### src/hw/rtl/ywac_pkg.sv
// Shared types, constants and fixed-point helpers for the Yule-Walker solver.
// No dependencies.
package ywac_pkg;

  localparam int MAX_ORDER = 32;
  localparam int LAG_W     = 32;
  localparam int FRAC      = 26;
  localparam int ORD_W     = 6;
  localparam int CIDX_W    = $clog2(MAX_ORDER);
  localparam int LIDX_W    = $clog2(MAX_ORDER + 1);
  localparam int ACC_W     = 48;
  localparam int DIV_STEPS = LAG_W + FRAC;
  localparam int DCNT_W    = $clog2(DIV_STEPS);

  localparam logic [ORD_W-1:0]  ORDER_RST = 6'd10;
  localparam logic signed [31:0] ONE_Q    = 32'sd67108864;
  localparam logic signed [31:0] S32_MAX  = 32'sh7fffffff;
  localparam logic signed [31:0] S32_MIN  = 32'sh80000000;

  typedef enum logic [1:0] {
    ST_OK       = 2'd0,
    ST_ZERO     = 2'd1,
    ST_UNSTABLE = 2'd2
  } status_t;

  // one queued lag item
  typedef struct packed {
    logic signed [31:0] lag;
    logic [LIDX_W-1:0]  idx;
    logic               last;
    logic [ORD_W-1:0]   order;
  } qent_t;

  // divider request
  typedef struct packed {
    logic        start;
    logic        neg;
    logic [31:0] num_mag;
    logic [31:0] den_mag;
  } div_req_t;

  function automatic logic signed [31:0] sat32(input logic signed [ACC_W-1:0] v);
    logic signed [31:0] r;
    if (v > 48'sd2147483647) r = S32_MAX;
    else if (v < -48'sd2147483648) r = S32_MIN;
    else r = v[31:0];
    return r;
  endfunction

  // Q52 product to Q26, round half up
  function automatic logic signed [ACC_W-1:0] rnd26(input logic signed [63:0] p);
    logic signed [63:0] t;
    t = p + 64'sd33554432;
    return ACC_W'(t >>> FRAC);
  endfunction

  function automatic logic [31:0] abs32(input logic signed [31:0] v);
    return v[31] ? (~v + 32'd1) : v;
  endfunction

endpackage

### src/hw/rtl/ywac_front.sv
// Front end: order register, lag counter, tags each lag item for the queue.
// Depends on ywac_pkg.
module ywac_front import ywac_pkg::*; (
  input  logic                    clk,
  input  logic                    rst_n,
  input  logic                    cfg_we,
  input  logic [ORD_W-1:0]        cfg_data,
  input  logic                    in_valid,
  output logic                    in_stall,
  input  logic signed [LAG_W-1:0] in_lag_value,
  output logic                    q_push,
  output qent_t                   q_data,
  input  logic                    q_full
);

  logic [ORD_W-1:0]  order_r;
  logic [LIDX_W-1:0] cnt_r;
  logic              is_last;

  assign in_stall = q_full;
  assign q_push   = in_valid && !q_full;
  assign is_last  = (ORD_W'(cnt_r) == order_r);

  assign q_data.lag   = in_lag_value;
  assign q_data.idx   = cnt_r;
  assign q_data.last  = is_last;
  assign q_data.order = order_r;

  always_ff @(posedge clk) begin
    if (!rst_n) begin
      order_r <= ORDER_RST;
      cnt_r   <= '0;
    end else if (cfg_we) begin
      // partial frame dropped on a write
      if (cfg_data == '0) order_r <= ORD_W'(1);
      else if (cfg_data > ORD_W'(MAX_ORDER)) order_r <= ORD_W'(MAX_ORDER);
      else order_r <= cfg_data;
      cnt_r <= '0;
    end else if (q_push) begin
      cnt_r <= is_last ? '0 : cnt_r + LIDX_W'(1);
    end
  end

endmodule

### config.mk
export PLATFORM = sky130hd
export DESIGN_NAME = ywac_front
export DESIGN_NICKNAME = d
export VERILOG_FILES = /design/src/hw/rtl/ywac_pkg.sv /design/src/hw/rtl/ywac_front.sv
export SDC_FILE = /design/constraint.sdc
export NUM_CORES = 1
export LEC_CHECK = 0
export BUFFER_PORTS_ARGS = -buffer_cell sky130_fd_sc_hd__buf_4
export CAP_MARGIN = 20
export CORE_UTILIZATION = 33
export DETAILED_ROUTE_END_ITERATION = 10
export PLACE_DENSITY = 0.78
export SYNTH_ARGS = -nofsm -noshare
export SYNTH_HDL_FRONTEND = slang
export SYNTH_SLANG_ARGS = --single-unit
### constraint.sdc
create_clock -name clk -period 1.6 [get_ports clk]
set_clock_uncertainty 0.05 [all_clocks]
set_input_delay 0.08 -clock clk [delete_from_list [all_inputs] [get_ports clk]]
set_output_delay 0.08 -clock clk [all_outputs]
set_load 0.02 [all_outputs]
Yosys cells after proc, flatten, opt, wreduce, memory -nomap -nowiden

Index checks and enable logic that the tools add are counted.

Latch bits: 0
Bits in writable memories: 0
Register bits after elaboration: 12
Memory bits (read-only): 0
Memories: 0
Output and inout bits: 47
Input port bits: 43

Reductions and logical operators: 4
Eq/ne operators: 1
Magnitude comparators: 1
Multipliers: 0
Multiplexer cells: 3
$add $sub $neg: 1
Shifts and indexed selects: 0
Bitwise gates (word level): 1
Divide/modulo/power cells: 0

Operator list:

| kind                | number |
|---|---|
| $mux 6              | 3 |
| $add 6x1->6 const B | 1 |
| $eq 6x6->1          | 1 |
| $gt 6x6->1 const B  | 1 |
| $logic_not 6->1     | 1 |
| $reduce_or 2->1     | 1 |
| $logic_and 1x1->1   | 1 |
| $logic_not 1->1     | 1 |
| $not 1->1           | 1 |

Longest topological paths before layout

Gate-level depths: netlist of the first run.

Depth in word-level cells: 3
Mapped depth: 5
Depth with buffers taken out: 4

Worst setup path after synthesis of the first run

OpenSTA, ideal clock, no wires.

Path kind: flip-flop to flip-flop
Start: reg cnt_r[0]
End: reg cnt_r[0]
Required time: 1.426 ns
Clock period less this slack: 1.307 ns
Library setup time: 0.124 ns
Arrival time: 1.133 ns
Path buffers: 0
Setup slack: 0.293 ns
Cell stages (with the launch flop): 5
Cells stage by stage: dfxtp_1 -> xnor2_1 -> nand4_1 -> o211ai_2 -> nor2_1

Cells in the longest elaborated chain, start to end: 2
Elaborated cells between the ends (all ways): 3

RTL lines:

| what                                      | RTL line                           | RTL |
|---|---|---|
| from (decl)                               | ywac_front.sv:17                   | `logic [LIDX_W-1:0] cnt_r;` |
| from (signal assigned)                    | ywac_front.sv:40                   | `cnt_r <= is_last ? '0 : cnt_r + LIDX_W'(1);` |
| $add 6x1->6 or $eq 6x6->1 (tied branches) | ywac_front.sv:40, ywac_front.sv:22 |  |
| $mux 6 (*)                                | ywac_front.sv:40                   |  |

Every way passes the cells marked *; elsewhere a longest branch is shown, timed or not.
A chain may end at the register's enable or synchronous reset.

==> impl_metrics.tcl, run 1 <==
set metrics [dict create \
    status "finished, final reports clean" \
    end_kind "output pin" \
    synth_fp_nets 140 \
    p_per_area_mw_per_mm2 737 \
    setup_violations 0 \
    htree_levels 1 \
    drc 0 \
    slew_headroom_pct 80.5 \
    antenna_cells 0 \
    cts.sinks 12 \
    ys_warn_count 0 \
    layout_common_cells "26 x buf_4, 12 x nor2_1, 12 x dfxtp_1" \
    ys_types 21 \
    slew_violations 0 \
    die_x_um 51.6 \
    p_leak_nw 0.359 \
    max_freq_mhz 694 \
    wl_met1_um 551 \
    wire_per_inst_um 11.8 \
    dp_slack_ns 0.263 \
    drt_wl_total_um 1410 \
    die_h_um 51.6 \
    placed_cells 115 \
    worstPathRequired_ns 1.47 \
    cts_buffers 3 \
    yosysSeqAreaShare_pct 29.6 \
    hold_viol 0 \
    cts_tree "done" \
    fin_ws_ns 0.160 \
    syn_area_per_cell_um2 8.45 \
    final_common_cell "buf_4" \
    cts_setup_buffers 0 \
    fillCellCount 241 \
    cp-start-kind "flop" \
    syn_area_um2 811 \
    initial_core_util_pct 36.0 \
    placed_area_um2 778 \
    hpwl_um 1140 \
    path_cells "xnor2_1, nand4_1, nor2_1, buf_4" \
    final_antenna_net_count 0 \
    grt_max_degree 9 \
    routabilityCongestion 0.743 \
    max-cap-violations 0 \
    min_path_type "input pin to flop" \
    fin_crit_sh_pct 90.0 \
    syn_inst 96 \
    synthFlopType "dfxtp_1" \
    cp.arrival_ns 1.31 \
    syn_to_final_growth_pct 1.23 \
    synth_edf_count 0 \
    cpPeakStageDelay_ns 0.45 \
    worstMarginPinSlew_ns 0.291 \
    rsz0062_at_grt "false" \
    placementRows 17 \
    tns_ns 0 \
    crit_fanout 6 \
    dr_wl_met3_um 169 \
    grt.overflow.total 0 \
    criticalPathCategory "flop to output pin" \
    grt_pass1_wl_um 2080 \
    clkTransAtPathRegs_ns 0.07 \
    met2WireLength_um 634 \
    antenna_found_initial 0 \
    top_layer "met4" \
    viasPerCell 4.90 \
    dieArea_mm2 0.00266 \
    root_buffer "clkbuf_4" \
    path_buf_inv 1 \
    io_pins 90 \
    path_delay_family "flip-flops" \
    final_cells 120 \
    first_global_vias 484 \
    drive_above_1_share_pct 34.8 \
    drt-pass1-iter-count 4 \
    vdd_drop_max_mv 0.343 \
    vias 588 \
    async_reset_ff_share_pct 0 \
    finalCriticalPeriod_ns 1.44 \
    core_area_mm2 0.00225 \
    clockBufferDepth 2 \
    clkLatencyLatePin_ns 0.26 \
    finalInstanceArea_um2 821 \
    grt_use_total_pct 10.7 \
    first_iter_violations 6 \
    slowest_stage "dfxtp_1" \
    synth-seq-cells 12 \
    nets 138 \
    portBuffers 25 \
]
## report_power, final
group,switching (mW),internal (mW)
logic,0.0516,0.0549
clock network,0.0933,0.0869
registers,0.0101,0.308
total,0.155,0.450
## registers in the layout (all words and copies together) (netlist names)
| name | cells |
|---|---|
| order_r | 6 |
| cnt_r | 6 |
## path summary, 6_finish.rpt
path | endpoint | startpoint | cells after the start | slack [ns]
setup / recovery | q_data[6] | cnt_r[0] | 4 | 0.16
setup reg to reg | cnt_r[5] | cnt_r[0] | 4 | 0.28
hold / removal | order_r[2] | cfg_data[2] | 3 | 0.005
hold reg to reg | order_r[0] | order_r[0] | 2 | 0.44
## logic make-up after synthesis
family	count (synthesis)	synth area share [%]
flip-flops	12	29.6
multiplexers	2	2.47
adder cells (fa/ha/maj)	1	1.54
XOR/XNOR	11	11.9
buffers and inverters	38	33.8
AO/OA/AOI/OAI	7	6.64
AND/OR/NAND/NOR	25	14.0
## through the flow
| stage | util [%] | hold WS (ns) | total power [mW] |
|---|---|---|---|
| global route | 36.4 | 0.0196 | 0.636 |
| floorplan | - | 0.109 | 0.498 |
| detailed placement | 34.5 | 0.110 | 0.430 |
| CTS | 36.4 | 0.00316 | 0.611 |
| finish | 36.4 | 0.00482 | 0.605 |
| global placement | 34.5 | 0.110 | 0.428 |
## synth_stat cells, types with 2 or more instances
| cell | n | area share, % |
|---|---|---|
| inv_1 | 2 | 0.93 |
| xor2_1 | 4 | 4.3 |
| xnor2_1 | 7 | 7.6 |
| dfxtp_1 | 12 | 30 |
| mux2i_1 | 2 | 2.5 |
| a21oi_1 | 2 | 1.2 |
| buf_4 | 35 | 32 |
| nand4_1 | 4 | 3.1 |
| nand2_1 | 5 | 2.3 |
| nor2_1 | 12 | 5.6 |
## cell type report
class | count | area, µm² | area share (%)
flip-flops and latches | 12 | 240 | 29.3
well taps | 28 | 35.0 | 4.27
multi-input cells | 46 | 297 | 36.1
inverters | 3 | 11.3 | 1.37
repair buffers | 28 | 215 | 26.2
clock buffers | 3 | 22.5 | 2.74
## worst register-to-register path, stage by stage (launching register included)
cell and delay (ns):
dfxtp_1 0.45, xnor2_1 0.15, nand4_1 0.15, o211ai_2 0.32
nor2_1 0.09
## routing by layer
layer | vias to the layer above | global-route usage [%]
li1 | 274 | -
met1 | 261 | 12.6
met2 | 41 | 15.6
met3 | 12 | 3.51
met4 | 0 | 9.01
met5 | - | 0
## repair_timing
| action | 4_1_cts | 5_1_grt |
|---|---|---|
| gates resized for setup | 0 | 0 |
| hold buffers | 2 | 0 |
| endpoints found under the hold margin | 2 | 0 |
(Power assumes the default switching activity.)
==> inputs of run 2 (changes only) <==
--- a/config.mk
+++ b/config.mk
@@ -9,6 +9,7 @@
 export CAP_MARGIN = 20
 export CORE_UTILIZATION = 33
 export DETAILED_ROUTE_END_ITERATION = 10
+export HOLD_SLACK_MARGIN = 0.02
 export PLACE_DENSITY = 0.78
 export SYNTH_ARGS = -nofsm -noshare
 export SYNTH_HDL_FRONTEND = slang
==> constraint.sdc (replaced) <==
create_clock -name clk -period 1.39 [get_ports clk]
set_clock_uncertainty 0.05 [all_clocks]
set_input_delay 0.0695 -clock clk [delete_from_list [all_inputs] [get_ports clk]]
set_output_delay 0.0695 -clock clk [all_outputs]
set_load 0.02 [all_outputs]
==> run 2 against run 1 <==
Critical endpoint unchanged. Largest cell class unchanged. Cell count up 3.3%. Die area unchanged. Clock-buffer cell count unchanged. Critical path depth unchanged. Flip-flop and latch count unchanged. First-iteration DRC count down 17%. Sequential power up 15%. Hold slack better by 0.031 ns. Non-clock buffer count up 4. Worst setup slack worse by 0.093 ns.
==> impl_metrics.tcl, run 2 (synthesis gave the netlist of run 1 again) <==
set metrics [dict create \
    p_leak_nw 0.391 \
    core_area_mm2 0.00225 \
    max-cap-violations 0 \
    crit_fanout 3 \
    p_comb_share_pct 19.0 \
    antenna_found_initial 0 \
    hpwl_um 1200 \
    drt-pass1-iter-count 4 \
    vias 589 \
    grt_max_degree 9 \
    htree_levels 1 \
    clkTransAtPathRegs_ns 0.07 \
    layout_common_cells "29 x buf_4, 12 x nor2_1, 8 x dfxtp_2" \
    drt_wl_total_um 1550 \
    setup_violations 0 \
    fillCellCount 248 \
    slew_headroom_pct 81.9 \
    cp-start-kind "flop" \
    dieArea_mm2 0.00266 \
    power_switching_mw 0.172 \
    netSwitchingFraction_pct 24.7 \
    drive_above_1_share_pct 47.9 \
    finalCriticalPeriod_ns 1.32 \
    worstMarginPinSlew_ns 0.271 \
    io_pins 90 \
    min_delay_path_depth 3 \
    initial_core_util_pct 36.0 \
    reg2regPathDepth 4 \
    cts_buffers 3 \
    antenna_cells 0 \
    worstPathRequired_ns 1.27 \
    intPower_mw 0.523 \
    viasPerCell 4.75 \
    cts_tree "done" \
    vdd_drop_max_mv 0.486 \
    end_kind "output pin" \
    status "finished, final reports clean" \
    final_common_cell "buf_4" \
    slowest_stage "dfxtp_2" \
    grt.overflow.total 0 \
    cts.sinks 12 \
    criticalPathCategory "flop to output pin" \
    p_seq_share_pct 52.8 \
    die_x_um 51.6 \
    grt_pass1_wl_um 2240 \
    slew_violations 0 \
    drc 0 \
    rsz0062_at_grt "true" \
    clkLatencyLatePin_ns 0.26 \
    routabilityCongestion 0.741 \
    p_clk_share_pct 28.3 \
    cp.arrival_ns 1.20 \
    whs_ns 0.0358 \
    tns_ns 0 \
    grt_use_total_pct 11.2 \
    multi_input_area_um2 312 \
    wire_per_inst_um 12.5 \
    placementRows 17 \
    first_global_vias 537 \
    nets 142 \
    fin_crit_sh_pct 95.2 \
    hold_viol 0 \
    min_path_type "input pin to flop" \
    die_h_um 51.6 \
    top_regs "cnt_r (6), order_r (6)" \
    portBuffers 25 \
    p_per_area_mw_per_mm2 788 \
    max_freq_mhz 756 \
    first_iter_violations 5 \
    syn_to_final_growth_pct 8.80 \
    cpPeakStageDelay_ns 0.34 \
    clockBufferDepth 2 \
    final_antenna_net_count 0 \
    path_cells "xnor2_2, nand4_1, nor2_1, buf_4" \
    root_buffer "clkbuf_4" \
    ff_latch_area_um2 254 \
]
## run 2: repair_timing
| item | in CTS | in global routing |
|---|---|---|
| hold buffers | 3 | 0 |
| gates resized for setup | 0 | 12 |
| endpoints found under the hold margin | 3 | 0 |
| endpoints found under the setup margin | 0 | 1 |
| buffers inserted | 0 | 1 |
## run 2: area by class of cell
class | instances | share of cell area, %
Clock buffer | 3 | 2.55
Inverter | 3 | 1.28
Multi-Input combinational cell | 46 | 35.3
Sequential cell | 12 | 28.8
Tap cell | 28 | 3.97
Timing Repair Buffer | 32 | 28.1
## run 2: layer usage
metal,vias up,global-route usage [%],routed length [µm]
met2,35,17.5,741
met5,-,0,0
met3,8,3.51,178
li1,282,-,-
met4,0,7.66,24
met1,264,13.0,607
## run 2: metrics by stage
stage	power [mW]	std cells	setup WS [ns]	cell area, µm²	utilization, %
after floorplan	0.573	96	0.0830	811	-
after global placement	0.494	117	0.196	793	35.2
after detailed placement	0.496	117	0.145	793	35.2
after CTS	0.704	123	0.000374	846	37.5
after global routing	0.739	124	-0.0578	882	39.1
final	0.695	124	0.0668	882	39.1
## run 2: path summary, 6_finish.rpt
path	start	end	slack, ns
max	order_r[1]	q_data[6]	0.07
max reg2reg	order_r[1]	cnt_r[3]	0.17
min	cfg_data[5]	order_r[5]	0.04
min reg2reg	order_r[0]	order_r[0]	0.43
## run 2: critical path: cells and delay by family (launching register included)
family	cells	cell delay, ns
buffers and inverters	1	0.15
xor gates and xnor gates	1	0.16
DFF	1	0.34
and+or+nand+nor	2	0.28
## run 2: power by group through the flow
stage	sequential, mW	clock, mW	combinational [mW]
2_1_floorplan	0.386	0	0.187
3_3_place_gp	0.374	0	0.120
3_5_place_dp	0.374	0	0.122
4_1_cts	0.366	0.209	0.129
5_1_grt	0.368	0.229	0.142
6_report	0.367	0.197	0.132
