[src/hw/rtl/ywac_pkg.sv]
// Shared types, constants and fixed-point helpers for the Yule-Walker solver.
// No dependencies.
package ywac_pkg;

  localparam int MAX_ORDER = 32;
  localparam int LAG_W     = 32;
  localparam int FRAC      = 26;
  localparam int ORD_W     = 6;
  localparam int CIDX_W    = $clog2(MAX_ORDER);
  localparam int LIDX_W    = $clog2(MAX_ORDER + 1);
  localparam int ACC_W     = 48;
  localparam int DIV_STEPS = LAG_W + FRAC;
  localparam int DCNT_W    = $clog2(DIV_STEPS);

  localparam logic [ORD_W-1:0]  ORDER_RST = 6'd10;
  localparam logic signed [31:0] ONE_Q    = 32'sd67108864;
  localparam logic signed [31:0] S32_MAX  = 32'sh7fffffff;
  localparam logic signed [31:0] S32_MIN  = 32'sh80000000;

  typedef enum logic [1:0] {
    ST_OK       = 2'd0,
    ST_ZERO     = 2'd1,
    ST_UNSTABLE = 2'd2
  } status_t;

  // one queued lag item
  typedef struct packed {
    logic signed [31:0] lag;
    logic [LIDX_W-1:0]  idx;
    logic               last;
    logic [ORD_W-1:0]   order;
  } qent_t;

  // divider request
  typedef struct packed {
    logic        start;
    logic        neg;
    logic [31:0] num_mag;
    logic [31:0] den_mag;
  } div_req_t;

  function automatic logic signed [31:0] sat32(input logic signed [ACC_W-1:0] v);
    logic signed [31:0] r;
    if (v > 48'sd2147483647) r = S32_MAX;
    else if (v < -48'sd2147483648) r = S32_MIN;
    else r = v[31:0];
    return r;
  endfunction

  // Q52 product to Q26, round half up
  function automatic logic signed [ACC_W-1:0] rnd26(input logic signed [63:0] p);
    logic signed [63:0] t;
    t = p + 64'sd33554432;
    return ACC_W'(t >>> FRAC);
  endfunction

  function automatic logic [31:0] abs32(input logic signed [31:0] v);
    return v[31] ? (~v + 32'd1) : v;
  endfunction

endpackage

[src/hw/rtl/ywac_queue.sv]
// Two-entry queue between front end and solver.
// Depends on ywac_pkg.
module ywac_queue import ywac_pkg::*; (
  input  logic  clk,
  input  logic  rst_n,
  input  logic  push,
  input  qent_t push_data,
  output logic  full,
  input  logic  pop,
  output logic  empty,
  output qent_t head
);

  qent_t      ent_r [2];
  logic       wp_r, rp_r;
  logic [1:0] cnt_r;

  assign full  = (cnt_r == 2'd2);
  assign empty = (cnt_r == 2'd0);
  assign head  = ent_r[rp_r];

  always_ff @(posedge clk) begin
    if (push) ent_r[wp_r] <= push_data;
  end

  always_ff @(posedge clk) begin
    if (!rst_n) begin
      wp_r  <= 1'b0;
      rp_r  <= 1'b0;
      cnt_r <= 2'd0;
    end else begin
      if (push) wp_r <= ~wp_r;
      if (pop)  rp_r <= ~rp_r;
      cnt_r <= cnt_r + 2'(push) - 2'(pop);
    end
  end

endmodule

[config.mk]
export PLATFORM = sky130hd
export DESIGN_NAME = ywac_queue
export DESIGN_NICKNAME = d
export VERILOG_FILES = /design/src/hw/rtl/ywac_pkg.sv /design/src/hw/rtl/ywac_queue.sv
export SDC_FILE = /design/constraint.sdc
export NUM_CORES = 1
export LEC_CHECK = 0
export ABC_CLOCK_PERIOD_IN_PS = 7500
export BUFFER_PORTS_ARGS = -buffer_cell sky130_fd_sc_hd__buf_4
export CORE_MARGIN = 4
export CORE_UTILIZATION = 25
export CTS_CLUSTER_DIAMETER = 100
export DETAILED_ROUTE_END_ITERATION = 16
export GPL_TIMING_DRIVEN = 0
export PLACE_DENSITY_LB_ADDON = 0.08
export SETUP_SLACK_MARGIN = 0.3
export SYNTH_ARGS = -nofsm -noshare
export SYNTH_HDL_FRONTEND = slang
export SYNTH_SLANG_ARGS = --single-unit
[constraint.sdc]
create_clock -name clk -period 7.5 [get_ports clk]
set_input_delay 1.125 -clock clk [delete_from_list [all_inputs] [get_ports clk]]
set_output_delay 1.125 -clock clk [all_outputs]
set_load 0.005 [all_outputs]
* After elaboration in Yosys (flattened, before gate mapping)
Memory sizes are Yosys's and may differ from the RTL's. A register that Yosys moved wholly into a read port is not among the register bits.
Index checks and enable logic that the tools add are counted.
** Storage, ports and cells
- Register bits after elaboration :: 4
- Latch bits :: 0
- Memory bits (writable) :: 90
- ROM bits :: 0
- Input port bits :: 49
- Output and inout port bits :: 47
- Memories :: 1
** Memory list
- ent_r :: words 2, bits a word 45, rd ports 1, clocked after memory_dff 1, write ports 1, line ywac_queue.sv:14 : qent_t ent_r [2];
** Cells by class
- $add $sub $neg :: 2
- Multipliers :: 0
- Divide/modulo/power cells :: 0
- Order comparisons :: 0
- Eq/ne operators :: 1
- Shift-type cells :: 0
- Muxes and demuxes :: 4
- Bitwise logic cells :: 2
- Reductions and logical operators :: 1
** Operators by type and width (count)
- $mux 1 :: 4
- $add 2x1->2 :: 1
- $eq 2x2->1 const B :: 1
- $logic_not 2->1 :: 1
- $not 1->1 :: 2
- $sub 2x1->2 :: 1

* Logic depth before layout (Yosys ltp)
Gate-level depths: netlist of run 1.
- Depth after elaboration :: 3
- Depth in mapped cells :: 6
- Gate-level depth less buffers :: 6

* Worst setup path after synthesis of run 1
No wires, ideal clock.
- Path type :: input to register
- Start point :: input port push
- End point :: memory ent_r[0][0] in the netlist's numbering, enable pin
- Arrival :: 3.159 ns
- Required time :: 7.046 ns
- Setup slack :: 3.887 ns
- Stages :: 1
- Buffers on the path :: 0
- Path through :: nor2b_1
** On the way
- Longest elaborated chain between the ends :: 2
** RTL lines
- from (decl) :: line ywac_queue.sv:6 : input logic push,
- $mux 1 :: line ywac_queue.sv:23 : if (push) ent_r[wp_r] <= push_data;
- $mux 1 (not written as such) :: line ywac_queue.sv:23
- to (decl) :: line ywac_queue.sv:14
Every way passes these cells.

==> results of run 1 <==
==> metrics by stage <==
step	worst slack, ns	power [W]	cells	utilization [%]	hold slack [ns]
floorplan	3.89	0.000720	161	-	0.555
detailed placement	4.94	0.000807	442	32.2	0.574
global route	4.84	0.00125	457	34.0	0.626
global placement	1.97	0.000804	440	31.9	0.567
finish	4.92	0.00119	457	34.0	0.593
CTS	4.87	0.00122	457	34.0	0.591
==> per-layer routing <==
layer	up-vias	GRT usage [%]	share of wire, %
met3	13	3.09	6.1
met5	-	0	0
met4	0	5.56	2.6
met2	48	14.3	51
li1	839	-	-
met1	896	10.1	41
==> synthesized netlist by cell type <==
master	number
nor2_1	1
mux2_4	40
buf_12	4
o21a_1	1
and2_1	4
ha_1	2
inv_1	2
mux2_2	5
nor2b_1	4
buf_6	1
dfxtp_1	5
xnor3_1	1
xor2_1	1
edfxtp_1	90
==> where the power goes <==
part | total (W) | internal (W) | switching (W)
registers | 0.000621 | 0.000613 | 0.00000821
clock network | 0.000403 | 0.000222 | 0.000182
logic | 0.000168 | 0.000106 | 0.0000615
==> registers in the layout (all words and copies together), names as in the netlist, named ones only <==
register  cells
wp_r          1
ent_r        90
rp_r          1
cnt_r         2
==> cell type report <==
type / instances / area share [%]
Clock inverter: 4 / 0.483
Inverter: 2 / 0.152
Sequential cell: 95 / 56.9
Multi-Input combinational cell: 59 / 15.9
Timing Repair Buffer: 97 / 15.3
Buffer: 5 / 1.85
Clock buffer: 11 / 4.73
Tap cell: 184 / 4.67
==> worst paths after layout <==
check	start	endpoint	slack (ns)
max	register	head[22]	4.92
min	rp_r	rp_r	0.59
max reg2reg	wp_r	ent_r[1][34]	5.91
min reg2reg	rp_r	rp_r	0.59
==> cell families after synthesis <==
group | after synthesis | share of synthesized area, %
buffers and inverters | 7 | 2.69
multiplexers | 45 | 17.9
AND/OR/NAND/NOR | 9 | 1.46
flip-flops | 95 | 76.2
XOR/XNOR | 2 | 0.851
AO/OA/AOI/OAI | 1 | 0.204
adder cells (fa/ha/maj) | 2 | 0.681
==> critical path: stages (launching register included) <==
cell and delay [ns]:
dfxtp_1 0.32, buf_6 0.17, buf_12 0.17, mux2_4 0.31, buf_4 0.14
==> flow_results.org, run 1 <==
** Status
- Status :: finished, final reports clean

** Die
- Die Height :: 129 um
- From left edge to right edge, the die measures 129 um.
- The initial utilization of the core area, before any placement, comes to 25.4%.
- Full die area :: 0.0167 sq mm
- Pin placement for this block handled 96 I/O pins.
- Number of rows created at floorplan :: 44
- Core region area :: 0.0145 sq mm

** STA
- Setup repair after global routing missed its margin :: false
- Max-slew headroom :: 49.9%
- Static timing analysis puts the maximum clock frequency at 388 MHz.
- Slew of the pin with the lowest slew margin :: 0.750 ns
- Setup violations, final :: 0
- The hold violation total from the final report is 0.
- Final cycle utilization of the critical path :: 34.4%
- The clock arrives with 0.00559 ns of skew.
- Adding up every negative setup slack in the final design gives 0 ns.
- The count of pins over their slew limit came to 0.
- Final worst path period need :: 2.58 ns

** Route
- The final route contains 1796 vias.
- Starting DRC count in detailed routing :: 55
- In the final routed layout, each cell accounts on average for 15.3 um.
- Post-route antenna net violation count :: 0
- Dividing the detail-routed via count by the number of cells gives 3.93.
- DRC viols :: 0
- After detailed routing, the total wire length is 7.01 mm.
- The first detailed-routing pass ran for 4 iterations.

** Layout
- In the layout the commonest cells are 95 x buf_4, 90 x edfxtp_1, 40 x mux2_4.
- Most common cell after layout, fill and taps aside :: buf_4
- Area of the multi-input gates :: 783 sq um
- Area growth from synthesis to layout :: 34.0%
- Share of cells above drive strength 1 :: 59.3%
- Summing all non-filler instances in the final layout gives an area of 0.00492 sq mm.
- In the final design database the tool counted 320 nets.
- The layout has 1418 filler cells.
- Antenna fix cells :: 0
- Storage element area :: 0.00280 sq mm

** CTS
- The clock reaches the later pin of the worst-skew pair after 0.34 ns.
- H-tree level count :: 3
- CTS tree :: done
- CTS clk-pin slew, worst paths :: 0.06 ns
- Clock tree synthesis selected as its root buffer the cell clkbuf_16.
- Clock tree synthesis inserted a total of 9 buffers.
- The clock passes through at most 2 buffers.
- For this design, the CTS-stage hold fixing added 0 buffers.
- Post-CTS timing repair inserted 0 buffers for setup.
- Post_cts resized :: 0
- The tree built by TritonCTS fans out to 95 sinks.

** Setup path
- STA classifies the critical path endpoint as an output pin.
- Critical path start-end classification :: reg -> out
- Cell depth of the worst flop-to-flop path :: 2
- Critical path data required time :: 6.38 ns
- At the worst endpoint, the arrival time is 1.46 ns.
- Of all nets on the critical path, the largest fanout is 10.
- Crit path launch type :: register

** Synthesis
- Post-synthesis instance area :: 0.00368 sq mm
- Synthesis inferred 95 register bits.
- Syn avg cell area :: 22.8 sq um
- The synthesized design devotes to its leading area cell type 73.5% of total area.
- Yosys mapped the design onto 14 distinct sky130hd cell types.
- For this run, the number of Yosys warnings is 0.
- By area the synthesized netlist is led by edfxtp_1 74%, mux2_4 16%, dfxtp_1 2.7%.
- Synthesis produced a netlist whose cell count is 161.
- For this run, the register share of the synthesized area comes to 76.2%.
- The biggest area contributor in the post-synthesis netlist is edfxtp_1.
- Post-Syn Nets :: 212

** Pwr
- In this run the power density over the cells is 242 mW/mm^2.
- Cell leakage power :: 1.92 nW
- The worst-case IR drop observed on VDD is 0.0793 mV.

** GRT
- The first global-routing pass estimated 10.7 mm of wire.
- GRT Residual Overflow :: 0
- Pin count of the biggest net entering global routing :: 25
- Vias in the first global route :: 2005
- Antenna violations before repair :: 0
- Overall global routing resource usage :: 8.88%

** Placed design
- Input and output buffers added on the ports amount to 95.
- HPWL after DPL :: 4.64 mm
- Once placement finished, the instance area stood at 0.00467 sq mm.
- Final weighted congestion in routability-driven placement :: 0.651

** Run
- Reported max-cap violation count :: 0

** Hold path
- The min-delay analysis places its worst path in the category reg -> reg.
- Counting instances, the worst hold path has a depth of 2.
Note: power is estimated with default switching activity, not from simulation.
==> inputs of run 2 (changes only) <==
ABC_AREA = 1   (was not set)
ABC_CLOCK_PERIOD_IN_PS = 2200   (was 7500)
clock period = 2.2 ns   (was 7.5 ns; I/O delays follow)
==> run 2 against run 1 <==
Net effect: flip-flop and latch count did not move; synthesized cell count rose by 7.5%; total power rose to 3.7 times the previous value; sequential power rose to 3.4 times the previous value; combinational power rose to 3.0 times the previous value; via count rose by 1.9%; critical path type unchanged; clock-buffer cell count rose by 1; highest routed layer unchanged; clock power rose to 4.3 times the previous value.
==> flow_results.org, run 2 <==
** STA
- Max Slew Vio Count :: 0
- Slew of the pin with the lowest slew margin :: 0.645 ns
- Setup repair after global routing missed its margin :: false
- Clock skew on the completed layout was measured at 0.00544 ns.
- The hold violation total from the final report is 0.
- Max-slew headroom :: 56.9%
- The clock period could shrink to 1.79 ns.
- Based on the critical path, the design can be clocked at up to 557 MHz.
- Setup violations, final :: 0
- The final critical path takes up 81.6% of the cycle.

** CTS
- The clock tree synthesis step divided the H-tree into 3 levels.
- TritonCTS built the clock tree.
- The clock reaches the later pin of the worst-skew pair after 0.34 ns.
- Number of buffers inserted for hold repair after clock tree synthesis :: 0
- CTS clk-pin slew, worst paths :: 0.07 ns
- In this run the clock root is driven by a clkbuf_16.
- Max Buffers Root-to-Sink :: 2
- Clock tree synthesis found a total of 95 sinks.
- Post_cts resized :: 0
- Buffers inserted during clock tree synthesis total 9.
- Once the clock tree was built, the setup fixing pass inserted 0 buffers.

** Setup path
- Crit path launch type :: register
- Largest delay contributor family on the critical path :: buffers and inverters
- STA puts the critical path data required time at 1.87 ns.
- Highest-delay cell along the critical path :: dfxtp_1
- The signal on the critical path passes through buf_6, buf_12, mux2_4, buf_4.
- Data arrival time of the critical path :: 1.46 ns
- CP bufs+invs :: 3
- Max incr delay on CP :: 0.32 ns
- Critical path start-end classification :: reg -> out
- Highest fanout seen on the critical path :: 10
- Sort of element at the end of the critical path :: output pin

** GRT
- The number of antenna violations at the first check in global routing is 0.
- In the global route stage, met1 resource usage came out at 10.8%.
- In the global route stage, met2 resource usage came out at 13.8%.
- Pin count of the biggest net entering global routing :: 28
- The total overflow left after global routing is 0.
- The first global-routing pass estimated 10.8 mm of wire.
- For this run, the total global-route usage over all layers was measured as 8.98%.
- Layer with the highest usage after global routing :: met2
- Fraction of met3 tracks used by global routing :: 2.97%
- The number of global-route vias before repair is 1934.

** Synthesis
- The most used flip-flop cell after synthesis is edfxtp_1.
- In the post-synthesis netlist, the cell with the most instances is edfxtp_1.
- Gate count of the mapped netlist :: 173
- Top cell type's share of synthesized area :: 73.5%
- Fraction of registers with async set or reset after synthesis :: 0%
- Syn avg cell area :: 21.2 sq um
- For this run, the number of Yosys warnings is 0.
- Yosys mapped a number of flops with a built-in enable equal to 90.
- Summing every instance area after synthesis gives 0.00368 sq mm.
- When the netlist entered floorplanning its net count stood at 224.
- Most area-hungry cell type in the Yosys netlist :: edfxtp_1
- The synthesized netlist contains 12 unique library cells.
- The commonest cells after synthesis are 90 x edfxtp_1, 40 x mux2_4, 9 x nor2_1, 8 x nand2_1, 7 x inv_1.
- Synth top area cells :: edfxtp_1 74%, mux2_4 16%, dfxtp_1 2.7%
- The share of the Yosys chip area taken by registers is 76.2%.
- Number of storage elements in the synthesis netlist :: 95

** Pwr
- Cell leakage power :: 1.98 nW
- Across the VDD grid, the largest voltage drop is 0.298 mV.
- Ratio of total power to cell area :: 871 mW/mm^2

** Hold path
- The path class of the tightest hold or removal check is in -> reg.

** Layout
- After routing the design area is 0.00500 sq mm.
- The register with the most flip-flops in the layout has 90 of them.
- The number of antenna diodes in the final layout is 0.
- Commonest non-fill, non-tap cells in the layout :: 95 x buf_4, 90 x edfxtp_1, 40 x mux2_4
- Counting flops per register, the top entry is ent_r.
- FILL cells :: 1401
- For this run, the share of the core covered by cells in the final layout is 34.5%.
- The library cell used most frequently in the layout, excluding fill and tap cells, is buf_4.
- From synthesis to final layout, the design area changed by 36.0%.
- Largest registers ranked by flip-flop count :: ent_r (90), cnt_r (2)
- Fin nets :: 332
- Cells with a size suffix above 1 make up 56.6% of the layout.

** Route
- After detailed routing, the average wire length per cell comes to 15.2 um.
- After the first detailed-routing iteration, the DRC count stood at 108.
- Post-route antenna net violation count :: 0
- Wire length after detailed routing :: 7.17 mm
- First-pass iteration count of the detailed router :: 4
- Vias post-DR :: 1831
- Dividing the detail-routed via count by the number of cells gives 3.90.
- DRC viols :: 0

** Placed design
- HPWL after DPL :: 4.74 mm
- Post-Place Cell Area :: 0.00467 sq mm
- Final weighted congestion in routability-driven placement :: 0.636
- Port buffering added 95 buffers.

** Die
- Number of rows created at floorplan :: 44
- The die is 129 um tall.
- For this design the top-level I/O count stands at 96.
- For this configuration, the core starts out at a cell density of 25.4%.
- The region available for standard cell placement spans 0.0145 sq mm.
- From left edge to right edge, the die measures 129 um.
- The die covers 0.0167 sq mm.

** Status
- The run finished with clean final reports.

** Run
- Reported max-cap violation count :: 0
run 2: cell count changes after synthesis, sizes merged:
cell   before  now
nor2        1    9
inv         2    7
xnor3       1    0
o21a        1    0
nand3       0    1
and2        4    0
nand2       0    8
a21oi       0    1
xor2        1    0
nor2b       4    0
run 2: worst paths after layout:
kind	start	end	slack (ns)	depth (start not counted)
max	register	head[13]	0.41	4
min	push_data[1]	ent_r[1][1]	0.17	1
max reg2reg	wp_r	ent_r[0][26]	0.70	2
min reg2reg	rp_r	rp_r	0.50	2
run 2: where the power goes:
group,total (W),switching (W),leakage [nW],internal (W)
logic,0.000502,0.000198,0.930,0.000304
clock network,0.00174,0.000629,0.161,0.00111
registers,0.00211,0.0000246,0.886,0.00209
run 2: stage by stage:
| stage | hold WS [ns] | setup TNS [ns] | worst slack, ns | power [W] | std cells |
|---|---|---|---|---|---|
| floorplan | 0.423 | 0 | 0.459 | 0.00240 | 173 |
| detailed placement | 0.494 | 0 | 0.519 | 0.00267 | 454 |
| global placement | 0.479 | -15.33 | -0.343 | 0.00266 | 452 |
| global route | 0.149 | 0 | 0.334 | 0.00454 | 470 |
| CTS | 0.145 | 0 | 0.358 | 0.00445 | 470 |
| finish | 0.166 | 0 | 0.405 | 0.00435 | 470 |
run 2: cells by family (layout without fill, tap and decap cells):
kind of cell	count (synthesis)	in the layout	synth area share (%)
flops	95	95	76.2
mux	45	45	17.9
simple gates	18	18	1.87
buf+inv	12	125	3.20
fa+ha+maj	2	2	0.681
compound gates	1	1	0.136
run 2: cell type report:
type                       count  area [sq um]  area share, %
sequential                    95          2800           56.1
multi-input combinational     66           763           15.3
timing repair buffer          97           753           15.1
clock buffer                  12           236           4.73
tap                          184           230           4.61
clock inverter                 4          95.1           1.90
buffer                         5          91.3           1.83
inverter                       7          26.3          0.526
run 2: per-layer routing:
| metal | routed length (um) | vias up |
|---|---|---|
| li1 | - | 875 |
| met1 | 3010 | 888 |
| met2 | 3490 | 57 |
| met3 | 464 | 11 |
| met4 | 202 | 0 |
| met5 | 0 | - |
